==> src/rtl/pec_pkg.sv <==
package pec_pkg;

	// default sizes of the datapath
	localparam int PROGRESS_FRAC_BITS_DEF = 16;
	localparam int VALUE_BITS_DEF         = 32;
	localparam int BLEND_FRAC_BITS_DEF    = 14;

	// fixed register widths
	localparam int BLEND_W    = 16;
	localparam int DEGREE_W   = 3;
	localparam int DIR_W      = 2;
	localparam int CFG_DATA_W = 32;
	localparam int CFG_ADDR_W = 4;

	// number of power multiplier stages (degree 5 needs four products)
	localparam int POW_STEPS = 4;

	localparam logic [DEGREE_W-1:0] DEGREE_MIN   = 3'd1;
	localparam logic [DEGREE_W-1:0] DEGREE_MAX   = 3'd5;
	localparam logic [DEGREE_W-1:0] DEGREE_RESET = 3'd1;

	// easing direction codes
	typedef enum logic [DIR_W-1:0] {
		DIR_IN    = 2'd0,
		DIR_OUT   = 2'd1,
		DIR_INOUT = 2'd2
	} dir_t;

	// register index, taken from paddr word bits
	typedef enum logic [1:0] {
		REG_DEGREE    = 2'd0,
		REG_DIRECTION = 2'd1,
		REG_BLEND     = 2'd2
	} reg_idx_t;

	// per item control that travels with the data
	typedef struct packed {
		logic                out_half;
		logic                split;
		logic [DEGREE_W-1:0] degree;
	} item_ctl_t;

endpackage

==> src/rtl/pec_front.sv <==
module pec_front #(
	parameter int PROGRESS_FRAC_BITS = pec_pkg::PROGRESS_FRAC_BITS_DEF,
	parameter int VALUE_BITS         = pec_pkg::VALUE_BITS_DEF
) (
	input  logic                                clk,
	input  logic                                arst_n,
	input  logic                                in_valid,
	output logic                                in_ready,
	input  logic [PROGRESS_FRAC_BITS:0]         progress,
	input  logic signed [VALUE_BITS-1:0]        start_value,
	input  logic signed [VALUE_BITS-1:0]        change_amount,
	input  logic [pec_pkg::DEGREE_W-1:0]        degree_cfg,
	input  logic [pec_pkg::DIR_W-1:0]           direction_cfg,
	input  logic signed [pec_pkg::BLEND_W-1:0]  blend_cfg,
	output logic                                out_valid,
	input  logic                                out_ready,
	output logic [PROGRESS_FRAC_BITS:0]         x_out,
	output pec_pkg::item_ctl_t                  ctl_out,
	output logic signed [pec_pkg::BLEND_W-1:0]  slope_out,
	output logic signed [VALUE_BITS-1:0]        start_out,
	output logic signed [VALUE_BITS-1:0]        delta_out
);
	import pec_pkg::*;

	localparam int P = PROGRESS_FRAC_BITS;
	localparam logic [P:0] ONE  = {1'b1, {P{1'b0}}};
	localparam logic [P:0] HALF = {2'b01, {(P-1){1'b0}}};

	logic [P:0]          f_clamp;
	logic [P+1:0]        f_dbl;
	logic [P+1:0]        x_split;
	logic [P:0]          x_next;
	logic [DEGREE_W-1:0] deg_clamp;
	logic                out_half_next;
	logic                split_next;
	logic                valid_s1;
	logic [P:0]          x_s1;
	item_ctl_t           ctl_s1;
	logic signed [BLEND_W-1:0]    slope_s1;
	logic signed [VALUE_BITS-1:0] start_s1;
	logic signed [VALUE_BITS-1:0] delta_s1;

	// clamp progress and pick the curve argument
	always_comb begin
		f_clamp = (progress > ONE) ? ONE : progress;
		f_dbl   = {f_clamp, 1'b0};
		x_split = '0;
		// direction three behaves as in-out
		split_next = direction_cfg >= DIR_INOUT;
		if (split_next) begin
			out_half_next = f_clamp >= HALF;
			x_split       = out_half_next ? ({ONE, 1'b0} - f_dbl) : f_dbl;
			x_next        = x_split[P:0];
		end else begin
			out_half_next = direction_cfg == DIR_OUT;
			x_next        = out_half_next ? (ONE - f_clamp) : f_clamp;
		end
		if (degree_cfg < DEGREE_MIN) begin
			deg_clamp = DEGREE_MIN;
		end else if (degree_cfg > DEGREE_MAX) begin
			deg_clamp = DEGREE_MAX;
		end else begin
			deg_clamp = degree_cfg;
		end
	end

	assign in_ready = !valid_s1 || out_ready;

	// stage valid
	always_ff @(posedge clk or negedge arst_n) begin
		if (!arst_n) begin
			valid_s1 <= 1'b0;
		end else if (in_ready) begin
			valid_s1 <= in_valid;
		end
	end

	// stage payload
	always_ff @(posedge clk) begin
		if (in_valid && in_ready) begin
			x_s1            <= x_next;
			ctl_s1.out_half <= out_half_next;
			ctl_s1.split    <= split_next;
			ctl_s1.degree   <= deg_clamp;
			slope_s1        <= blend_cfg;
			start_s1        <= start_value;
			delta_s1        <= change_amount;
		end
	end

	assign out_valid = valid_s1;
	assign x_out     = x_s1;
	assign ctl_out   = ctl_s1;
	assign slope_out = slope_s1;
	assign start_out = start_s1;
	assign delta_out = delta_s1;

endmodule

==> config.mk <==
export PLATFORM = sky130hd
export DESIGN_NAME = pec_front
export DESIGN_NICKNAME = d
export VERILOG_FILES = /design/src/rtl/pec_pkg.sv /design/src/rtl/pec_front.sv
export SDC_FILE = /design/constraint.sdc
export NUM_CORES = 1
export LEC_CHECK = 0
export BUFFER_PORTS_ARGS = -buffer_cell sky130_fd_sc_hd__buf_4
export CORE_ASPECT_RATIO = 1.2
export CORE_MARGIN = 2
export CORE_UTILIZATION = 28
export CTS_BUF_LIST = sky130_fd_sc_hd__clkbuf_4 sky130_fd_sc_hd__clkbuf_8 sky130_fd_sc_hd__clkbuf_16
export DETAILED_ROUTE_END_ITERATION = 6
export PLACE_DENSITY = 0.5
export SYNTH_ARGS = -nofsm -noshare
export SYNTH_HDL_FRONTEND = slang
export SYNTH_SLANG_ARGS = --single-unit
==> constraint.sdc <==
create_clock -name clk -period 3.8 [get_ports clk]
set_input_delay 0.19 -clock clk [delete_from_list [all_inputs] [get_ports clk]]
set_output_delay 0.19 -clock clk [all_outputs]
set_load 0.01 [all_outputs]
---- Word level (Yosys, flattened, before mapping) ----
Cells that the tools add are included.
storage, ports and cells
  logic and storage cells ................. 27
  bits in registers ....................... 103
  input port bits ......................... 106
operators by class
  $add $sub $neg .......................... 2
  muxes and demuxes ....................... 6
  $lt $le $gt $ge ......................... 5
  reductions and logical operators ........ 4
  equality and inequality tests ........... 1
operator list
  kind                                                   number
  2-to-1 mux 17 bit                                      4
  >= comparator 17 x 16 -> 1 bit, second input constant  1
  > comparator 17 bit, second input constant             1
  subtractor 1 x 17 -> 17 bit, first input constant      1
  subtractor 17 bit, first input constant                1
  > comparator 3 bit, second input constant              1
  < comparator 3 x 1 -> 1 bit, second input constant     1
  2-to-1 mux 3 bit                                       1
  equality test 2 x 1 -> 1 bit, second input constant    1
  >= comparator 2 bit, second input constant             1
  OR reduction 2 bit                                     1
  logical AND 1 bit                                      1
  logical NOT 1 bit                                      1
  logical OR 1 bit                                       1
  2-to-1 mux 1 bit                                       1

---- Logic depth before layout (Yosys ltp) ----
Gate-level depths: netlist (run 1).
  word-level depth ........................ 5
  mapped depth ............................ 10
  gate-level depth less buffers ........... 8

---- Worst setup path after synthesis (run 1) ----
No wires, ideal clock.
  path type ............................... flip-flop to flip-flop
  from .................................... reg valid_s1 (netlist: out_valid)
  to ...................................... reg ctl_s1 (netlist bit ctl_out[0]), enable pin
  stages on the path, launching flop included .. 3
  path slack .............................. 365 ps
  arrival ................................. 2962 ps
  buffers on the path ..................... 0
  library setup time ...................... 473 ps
  path through ............................ dfrtp_1 -> nand2b_1 -> and2_1
on the way
  cells in the longest elaborated chain, start to end .. 3
RTL lines
  element                 RTL line         source
  from (decl)             pec_front.sv:36  logic valid_s1;
  from (signal assigned)  pec_front.sv:74  valid_s1 <= in_valid;
  logical NOT 1 bit       pec_front.sv:67  assign in_ready = !valid_s1 || out_ready;
  logical OR 1 bit        pec_front.sv:67
  named net in_ready      pec_front.sv:8   output logic in_ready,
  logical AND 1 bit       pec_front.sv:80  if (in_valid && in_ready) begin
  to (decl)               pec_front.sv:38  item_ctl_t ctl_s1;
The timed path passes the listed nets, and every way through them passes these cells.
A chain may end at the register's enable or synchronous reset.

---- Worst setup path in the final report (run 1) ----
  from .................................... in progress[16]
  to ...................................... reg x_s1[11] (netlist: x_out[11]) (data pin)
on the way
  cells in the longest elaborated chain, start to end .. 5
  elaborated cells between the ends (all ways) .. 8
  classes of those cells .................. add/sub: 2; order compare: 2; mux: 4
RTL lines
  element                                          RTL line                          source
  from (decl)                                      pec_front.sv:9                    input logic [PROGRESS_FRAC_BITS:0] progress,
  > comparator 17 bit                              pec_front.sv:45                   f_clamp = (progress > ONE) ? ONE : progress;
  2-to-1 mux 17 bit *                              pec_front.sv:45
  subtractor 17 bit, or another cell as far along  pec_front.sv:56                   x_next = out_half_next ? (ONE - f_clamp) : f_clamp;
  2-to-1 mux 17 bit, on equally long branches      pec_front.sv:56, pec_front.sv:52
  2-to-1 mux 17 bit *                              pec_front.sv:50                   if (split_next) begin
  named net x_next[11]                             pec_front.sv:32                   logic [P:0] x_next;
  to (signal assigned)                             pec_front.sv:81                   x_s1 <= x_next;
  to (decl)                                        pec_front.sv:37                   logic [P:0] x_s1;
Mark *: on every way through the listed nets, which the timed path passes. The rest lies on a longest branch.

==> results of run 1 <==
## worst reg2reg max path: cells and delay by family (launching register included)
family / cells / cell delay (ps)
buffers and inverters: 1 / 440
DFF: 1 / 380
and+or+nand+nor: 2 / 840
## kinds of logic (layout without fill, tap and decap cells)
logic type / after synthesis / after routing
DFF: 103 / 103
and+or+nand+nor: 77 / 77
AOI/OAI and AO/OA: 54 / 54
buffers and inverters: 24 / 231
xor gates and xnor gates: 19 / 19
muxes: 2 / 2
adders and majority gates: 1 / 1
## per-stage QoR
step	worst slack, ps	cells	util (%)	power (mW)
floorplan	365.0	280	-	1.535
global placement	1068	670	40.93	1.748
detailed placement	999.6	670	40.93	1.752
CTS	1371	687	43.12	2.709
global route	1049	687	43.12	2.774
finish	1294	687	43.12	2.663
## sequential cells by signal, indices dropped and copies added, names as in the netlist
register	count
x_out	17
slope_out	16
out_valid	1
ctl_out	5
delta_out	32
start_out	32
## cell type report
type                    count  area [um^2]
clock buffers              12        254.0
multi-input cells         153        991.0
flip-flops and latches    103         3088
well taps                 200        250.2
fillers                  1358         8233
inverters                   3        11.26
repair buffers            212         1594
clock inverters             4        52.55
## worst max-delay path by stage
| stage | cells past startpoint | start | endpoint | slack, ps |
|---|---|---|---|---|
| after floorplan | 2 | out_valid$_DFFE_PN0N_ | ctl_out[0]$_SDFFCE_PP1P_ | 370 |
| after global placement | 9 | progress[16] | x_out[11]$_DFFE_PP_ | 1070 |
| after detailed placement | 9 | progress[16] | x_out[11]$_DFFE_PP_ | 1000 |
| after CTS | 9 | progress[16] | x_out[11]$_DFFE_PP_ | 1370 |
| after global routing | 9 | progress[16] | x_out[9]$_DFFE_PP_ | 1050 |
| final | 9 | progress[16] | x_out[11]$_DFFE_PP_ | 1290 |
## per-layer routing
| metal | vias up | GRT usage (%) | share of wire [%] |
|---|---|---|---|
| met5 | - | 0 | 0 |
| met4 | 0 | 5.087 | 1.5 |
| met3 | 14 | 3.977 | 10 |
| met2 | 153 | 24.69 | 51 |
| met1 | 1473 | 16.98 | 38 |
| li1 | 1466 | - | - |
## layout by cell type (no fill, tap or decap), types with 4 or more instances in the layout
cell	n
clkbuf_16	9
a31oi_1	7
nand2_1	20
nor2_1	16
edfxtp_1	102
nor3_1	8
nor2b_1	4
xnor2_1	12
a21o_1	5
a21oi_1	9
o31ai_1	4
nand3_1	5
xor2_1	7
o21ai_0	10
nand4_1	4
buf_4	211
## power by group
group / internal [mW] / switching, mW / total, mW
registers: 1.33 / 0.0179 / 1.35
clock network: 0.547 / 0.394 / 0.941
logic: 0.189 / 0.184 / 0.372
==> metrics.yaml, run 1 <==
routing:
  drt_wl_total_um: 11940
  ant_nets: 0
  first_pass_iters: 4
  drtIter0Drc: 149
  wl_per_cell_um: 17.38
  via_per_inst: 4.521
  num_vias: 3106
  route.detailed.drc: 0
worst_hold_path:
  holdPathEnd: "start_out[9]$_DFFE_PP_"
  whs_path_depth: 1
  min_from: "start_value[9]"
  hold_path_class: "primary input to flop"
power:
  powerDensity_nw_per_um2: 426.7
  cellLeakagePower_nw: 2.513
  peakVddDrop_v: 0.0002065
cells_and_area:
  design_area_um2: 6241
  layout.nets: 589
  layout-drive-gt1-share_pct: 48.25
  synthToLayoutAreaGrowth_pct: 49.21
  diodes: 0
placed_design:
  gp_congestion: 0.8405
  dpl.hpwl_um: 9107
  placed_cell_area_um2: 5924
  portBuffers: 209
critical_path:
  critPathArrivalTime_ps: 2600
  critPathMaxFanout: 16
  required_ps: 3890
  r2r-end: "delta_out[15]$_DFFE_PP_"
  end_kind: "flop"
  worst_path_max_delay_cell: "nor3b_1"
  cpPeakStageDelay_ps: 710
  ff2ff_path_depth: 3
  cp_top_family: "simple AND/OR/NAND/NOR gates"
  worstPathCellList: "buf_4 -> inv_1 -> nand2_1 -> ha_1 -> nor3b_1 -> a31oi_1 -> xnor2_1 -> nor2_1 -> a211o_1"
  start_kind: "primary input"
  critPathBufInv: 2
  r2r_setup_slack_ps: 1830
  regToRegStartpoint: "out_valid$_DFFE_PN0N_"
  path_class: "primary input to flop"
yosys:
  syn_area_um2: 4183
  synth-simple-area-share_pct: 10.29
  syn-instance-count: 280
  synth_seq_cells: 103
  synth_fa_ha_area_share_pct: 0.2991
  synth-compound-area-share_pct: 8.585
  yosysSeqAreaShare_pct: 73.83
  async_flop_share_pct: 0.9709
  synth.most_common_cell: "edfxtp_1"
  synthTopCellsByCount: "102 x edfxtp_1, 20 x nand2_1, 17 x clkbuf_1"
  synth_edf_count: 102
  synth_top_family_by_area: "simple AND/OR/NAND/NOR gates"
  synth_top_cells_by_area: "edfxtp_1 73%, xnor2_1 2.5%, nand2_1 1.8%, clkbuf_1 1.5%, xor2_1 1.5%"
  synth_top_area_share_pct: 73.23
  yosysWarnings: 0
  synth.distinct_cells: 51
  synth_area_per_cell_um2: 14.94
  synth_flop_cell: "edfxtp_1"
  synth_xor_area_share_pct: 3.978
  synth_nets: 387
  synthMuxAreaShare_pct: 0.4786
  synth_area_leader_cell: "edfxtp_1"
clock_tree:
  path_clk_slew_ps: 70
  cts-resized-gates: 0
  cts_max_level: 3
  cts-root-buf: "clkbuf_16"
  clk_path_buf_depth: 2
  holdBufCountCts: 1
  numClockSinks: 103
  tritoncts: "yes"
  worstSkewPairLatency_ps: 340
  cts_setup_buffers: 0
  cts_buffers: 9
timing:
  hold_violations: 0
  fin_worst_skew_ps: 5.550
  post-route-min-period_ps: 2506
  rsz0062_at_grt: "false"
  period_share_pct: 65.95
  fmax_mhz: 399.0
  relSlewSlack_pct: 37.15
  setup_violations: 0
  finalHoldWorstSlack_ps: 21.44
  tns_ps: 0
  slew_viol_final: 0
  worst_pin_slew_ps: 935.8
run:
  cap_violations: 0
floorplanning:
  start_util_pct: 28.90
  core_um2: 14470
  die_y_um: 137.9
  rows: 48
  die_x_um: 115.6
  ios: 210
  dieArea_um2: 15940
global_route:
  overflow: 0
  grt_pass1_wl_um: 16990
  track_usage_pct: 14.28
  grt_max_degree: 67
  grt_pass1_vias: 2913
  antenna_found_initial: 0
run_status:
  status: "complete, no violations"
Note: power is estimated with default switching activity, not from simulation.
==> run 2, diff against run 1 <==
--- a/config.mk
+++ b/config.mk
@@ -5,6 +5,7 @@
 export SDC_FILE = /design/constraint.sdc
 export NUM_CORES = 1
 export LEC_CHECK = 0
+export ABC_AREA = 1
 export BUFFER_PORTS_ARGS = -buffer_cell sky130_fd_sc_hd__buf_4
 export CORE_ASPECT_RATIO = 1.2
 export CORE_MARGIN = 2
==> constraint.sdc (replaced) <==
create_clock -name clk -period 2.4 [get_ports clk]
set_input_delay 0.12 -clock clk [delete_from_list [all_inputs] [get_ports clk]]
set_output_delay 0.12 -clock clk [all_outputs]
set_load 0.01 [all_outputs]
==> metrics.yaml, run 2 <==
yosys:
  synth_nets: 460
  synthTopCellsByCount: "102 x edfxtp_1, 83 x nand2_1, 29 x nand3_1"
  synth_fa_ha_area_share_pct: 0.2902
  synth_xor_area_share_pct: 1.016
  synth_seq_cells: 103
  synth_top_cells_by_area: "edfxtp_1 71%, nand2_1 7.2%, nand3_1 3.4%, o21ai_0 2.6%, inv_1 2.4%"
  syn-instance-count: 353
  synthMuxAreaShare_pct: 0
  yosysWarnings: 0
  syn_area_um2: 4312
  synth_area_leader_cell: "edfxtp_1"
  synth_area_per_cell_um2: 12.21
  synth_top_family_by_area: "simple AND/OR/NAND/NOR gates"
  async_flop_share_pct: 0.9709
  synth_flop_cell: "edfxtp_1"
  synth-simple-area-share_pct: 15.15
  synth.distinct_cells: 37
  synth_top_area_share_pct: 71.04
  synth.most_common_cell: "edfxtp_1"
  yosysSeqAreaShare_pct: 71.62
  synth-compound-area-share_pct: 7.284
  synth_edf_count: 102
critical_path:
  critPathArrivalTime_ps: 1790
  start_kind: "primary input"
  cpPeakStageDelay_ps: 270
  worstPathCellList: "buf_4 -> nor2_1 -> nand2_1 -> nor2_2 -> nand2_4 -> nand2_4 -> buf_4 -> nand2_1 -> nand3_1 -> nand2_1 -> nand3_1 -> nand3_1 -> nand2_1 -> inv_1"
  path_class: "primary input to flop"
  end_kind: "flop"
  cp_top_family: "simple AND/OR/NAND/NOR gates"
  worst_path_max_delay_cell: "buf_4"
  crit_top_cell: "nand2_1"
  required_ps: 2500
  critPathBufInv: 3
  critPathMaxFanout: 26
routing:
  route.detailed.drc: 0
  via_per_inst: 4.376
  first_pass_iters: 4
  ant_nets: 0
  drt_wl_total_um: 13440
  wl_per_cell_um: 15.67
  drtIter0Drc: 223
  num_vias: 3755
global_route:
  grt_pass1_wl_um: 19700
  grt_pass1_vias: 3707
  overflow: 0
  antenna_found_initial: 0
  track_usage_pct: 15.86
  grt_max_degree: 63
clock_tree:
  cts-root-buf: "clkbuf_16"
  cts_buffers: 9
  tritoncts: "yes"
  cts_max_level: 3
  cts-resized-gates: 0
  clk_path_buf_depth: 2
  path_clk_slew_ps: 80
  numClockSinks: 103
  cts_setup_buffers: 0
  worstSkewPairLatency_ps: 340
  holdBufCountCts: 83
run_status:
  status: "complete, no violations"
floorplanning:
  core_um2: 15020
  start_util_pct: 28.70
  die_x_um: 117.3
  dieArea_um2: 16410
  rows: 49
  die_y_um: 139.9
  ios: 210
timing:
  fin_worst_skew_ps: 12.13
  post-route-min-period_ps: 1686
  setup_violations: 0
  relSlewSlack_pct: 53.42
  rsz0062_at_grt: "false"
  slew_viol_final: 0
  worst_pin_slew_ps: 692.8
  period_share_pct: 70.25
  hold_violations: 0
  fmax_mhz: 593.1
placed_design:
  dpl.hpwl_um: 9919
  gp_congestion: 0.9227
  placed_cell_area_um2: 6115
  portBuffers: 209
cells_and_area:
  synthToLayoutAreaGrowth_pct: 67.93
  final.fill_count: 1379
  design_area_um2: 7241
  mostFrequentLayoutCell: "buf_4"
  seqCellArea_um2: 3089
  layout-drive-gt1-share_pct: 37.46
  layout.nets: 756
  multi_input_comb_area_um2: 1035
  final_cell_mix: "213 x buf_4, 102 x edfxtp_1, 83 x nand2_1, 83 x dlygate4sd3_1, 29 x nand3_1"
  diodes: 0
  fin_util_pct: 48.20
power:
  peakVddDrop_v: 0.0003085
  cellLeakagePower_nw: 3.131
  powerDensity_nw_per_um2: 596.8
run:
  cap_violations: 0
worst_hold_path:
  hold_path_class: "primary input to flop"
[run 2: changes by cell type after synthesis, moves of 4 or more]
| cell | previous run | this run |
|---|---|---|
| a31oi_1 | 7 | 0 |
| a21o_1 | 5 | 0 |
| clkbuf_1 | 17 | 7 |
| inv_1 | 3 | 28 |
| nor2_1 | 16 | 27 |
| xnor2_1 | 12 | 1 |
| o21ai_0 | 10 | 22 |
| nor3_1 | 8 | 1 |
| nor2b_1 | 4 | 0 |
| nand3_1 | 5 | 29 |
| nand2_1 | 20 | 83 |
[run 2: per-stage QoR]
stage                     setup slack, ps  power (mW)  hold WS, ps  std cells  TNS (ps)
after floorplan                    -174.2       2.443       -175.6        353    -17770
after global placement              372.6       2.804       -102.0        759         0
after detailed placement            350.0       2.811       -102.1        759         0
after CTS                           720.7       4.388        43.31        858         0
after global routing                457.5       4.521        45.53        858         0
final                               714.0       4.321        56.20        858         0
[run 2: path summary, 6_finish.rpt]
| check | slack [ps] | to | depth (start not counted) | start |
|---|---|---|---|---|
| worst max-delay path | 710 | x_out[7]$_DFFE_PP_ | 14 | progress[13] |
| worst min-delay path | 60 | ctl_out[0]$_SDFFCE_PP1P_ | 2 | degree_cfg[0] |
| worst max register to register | 910 | start_out[11]$_DFFE_PP_ | 2 | out_valid$_DFFE_PN0N_ |
| worst min register to register | 570 | out_valid$_DFFE_PN0N_ | 2 | out_valid$_DFFE_PN0N_ |
| max in group asynchronous | 2220 | out_valid$_DFFE_PN0N_ | 2 | arst_n |
| min in group asynchronous | 90 | out_valid$_DFFE_PN0N_ | 2 | arst_n |
[run 2: final cells by class]
cell class | instances | share of cell area, %
sequential | 103 | 42.66
clock buffer | 10 | 3.214
tap | 204 | 3.525
inverter | 31 | 1.607
timing repair buffer | 297 | 33.83
multi-input combinational | 207 | 14.29
clock inverter | 6 | 0.8640
[run 2: cell families after synthesis]
kind of cell | after synthesis
simple gates | 152
buf+inv | 43
compound gates | 49
fa+ha+maj | 1
xor+xnor | 5
flops | 103
[run 2: where the power goes]
group | internal [mW] | switching [mW]
logic | 0.387 | 0.355
registers | 2.11 | 0.0293
clock network | 0.746 | 0.696
[run 2: per-layer routing]
metal	track usage [%]	vias up	share of wire [%]
li1	-	1827	-
met1	18.14	1738	38
met2	28.80	176	52
met3	3.721	14	8.8
met4	4.768	0	1.3
met5	0	-	0
==> run 3, diff against run 2 <==
--- a/config.mk
+++ b/config.mk
@@ -5,14 +5,14 @@
 export SDC_FILE = /design/constraint.sdc
 export NUM_CORES = 1
 export LEC_CHECK = 0
-export ABC_AREA = 1
+export ABC_AREA = 0
 export BUFFER_PORTS_ARGS = -buffer_cell sky130_fd_sc_hd__buf_4
 export CORE_ASPECT_RATIO = 1.2
 export CORE_MARGIN = 2
 export CORE_UTILIZATION = 28
 export CTS_BUF_LIST = sky130_fd_sc_hd__clkbuf_4 sky130_fd_sc_hd__clkbuf_8 sky130_fd_sc_hd__clkbuf_16
 export DETAILED_ROUTE_END_ITERATION = 6
-export PLACE_DENSITY = 0.5
+export PLACE_DENSITY = 0.52
 export SYNTH_ARGS = -nofsm -noshare
 export SYNTH_HDL_FRONTEND = slang
 export SYNTH_SLANG_ARGS = --single-unit
==> constraint.sdc (replaced) <==
create_clock -name clk -period 1.5 [get_ports clk]
set_input_delay 0.075 -clock clk [delete_from_list [all_inputs] [get_ports clk]]
set_output_delay 0.075 -clock clk [all_outputs]
set_load 0.01 [all_outputs]
==> metrics.yaml, run 3 (synthesis results as in run 1) <==
run_status:
  status: "complete, no violations"
global_route:
  overflow: 0
  grt_pass1_vias: 3610
  grt_max_degree: 39
  grt_pass1_wl_um: 19420
  antenna_found_initial: 0
  track_usage_pct: 16.06
floorplanning:
  die_y_um: 137.9
  rows: 48
  die_x_um: 115.6
  core_um2: 14470
  dieArea_um2: 15940
  ios: 210
  start_util_pct: 28.90
timing:
  rsz0062_at_grt: "false"
  period_share_pct: 90.75
  post-route-min-period_ps: 1361
  hold_violations: 0
  fin_worst_skew_ps: 6.136
  setup_violations: 0
  worst_pin_slew_ps: 381.7
  finalHoldWorstSlack_ps: 45.79
  slew_viol_final: 0
  relSlewSlack_pct: 74.32
  tns_ps: 0
  fmax_mhz: 734.6
placed_design:
  portBuffers: 209
  gp_congestion: 0.8380
  dpl.hpwl_um: 9681
  placed_cells: 710
  placed_cell_area_um2: 6315
critical_path:
  worst_path_max_delay_cell: "dfrtp_1"
  critPathMaxFanout: 38
  path_class: "flop to flop"
  end_kind: "flop"
  start_kind: "flop"
  cpPeakStageDelay_ps: 380
  cp_top_family: "simple AND/OR/NAND/NOR gates"
  worstPathCellList: "nand2b_1 -> and2_4 -> buf_12"
  regToRegStartpoint: "out_valid$_DFFE_PN0N_"
  required_ps: 1530
  cp-startpoint: "out_valid$_DFFE_PN0N_"
  critPathBufInv: 1
  critPathArrivalTime_ps: 1390
clock_tree:
  numClockSinks: 103
  worstSkewPairLatency_ps: 340
  clk_path_buf_depth: 2
  cts_max_level: 3
  cts_buffers: 9
  path_clk_slew_ps: 70
  cts-root-buf: "clkbuf_16"
  tritoncts: "yes"
power:
  power_mw: 6.900
  peakVddDrop_v: 0.0004566
  cellLeakagePower_nw: 3.078
  powerDensity_nw_per_um2: 924.7
routing:
  drt_wl_total_um: 13300
  route.detailed.drc: 0
  wl_per_cell_um: 16.38
  ant_nets: 0
  num_vias: 3616
  drtIter0Drc: 237
  via_per_inst: 4.453
  first_pass_iters: 6
cells_and_area:
  diodes: 0
  design_area_um2: 7462
  layout-drive-gt1-share_pct: 46.57
  final_cell_count_no_fill: 812
  final_cell_mix: "249 x buf_4, 102 x edfxtp_1, 84 x dlygate4sd3_1"
  mostFrequentLayoutCell: "buf_4"
  synthToLayoutAreaGrowth_pct: 78.40
  layout.nets: 714
run:
  cap_violations: 0
worst_hold_path:
  hold_path_class: "primary input to async pin"
==> run 3: cell types whose count changed in the layout (fill, tap and decap cells not counted), moves of 5 or more <==
cell,delta
inv_1,-26
nand2_1,-67
a21o_1,+5
o21ai_0,-16
nor3_1,+7
nor2_1,-11
a31oi_1,+7
buf_4,+36
xnor2_1,+11
nand3_1,-24
==> run 3: layout make-up <==
cell class / count / area, um^2
Clock inverter: 6 / 55.05
Inverter: 3 / 16.27
Clock buffer: 10 / 232.7
Timing Repair Buffer: 337 / 2781
Tap cell: 200 / 250.2
Sequential cell: 103 / 3088
Fill cell: 1224 / 7012
Multi-Input combinational cell: 153 / 1039
==> run 3: what timing repair did <==
item,CTS,global route
gates resized for setup,0,1
hold endpoints to repair,84,0
setup endpoints to repair,0,1
hold buffers,84,0
buffers inserted,0,2
==> run 3: metal layers <==
metal	up-vias	wire length, um	global-route usage (%)	part of all wire, %
li1	1725	-	-	-
met1	1721	5198	18.72	39
met2	158	6938	28.95	52
met3	12	1004	4.458	7.5
met4	0	158	4.217	1.2
met5	-	0	0	0
==> run 3: final timing paths <==
| path | end | slack, ps | cells after the start |
|---|---|---|---|
| setup / recovery | delta_out[12]$_DFFE_PP_ | 140 | 3 |
| hold / removal | out_valid$_DFFE_PN0N_ | 50 | 2 |
| setup reg to reg | delta_out[12]$_DFFE_PP_ | 140 | 3 |
| hold reg to reg | out_valid$_DFFE_PN0N_ | 550 | 2 |
| max in group asynchronous | out_valid$_DFFE_PN0N_ | 1380 | 2 |
| min in group clk | out_valid$_DFFE_PN0N_ | 50 | 3 |
==> run 3: through the flow <==
step	utilization (%)	setup WS, ps
after detailed placement	43.63	-214.8
after CTS	51.43	128.2
after global placement	43.63	-193.3
final	51.56	138.7
after floorplan	-	-274.0
after global routing	51.56	31.33
==> run 3: report_power, final <==
group	total (mW)	switching, mW	internal [mW]	leakage (nW)
Sequential	3.42	0.0480	3.37	0.985
Clock	2.23	1.06	1.17	0.136
Combinational	1.25	0.546	0.705	1.96
Total	6.90	1.65	5.25	3.08
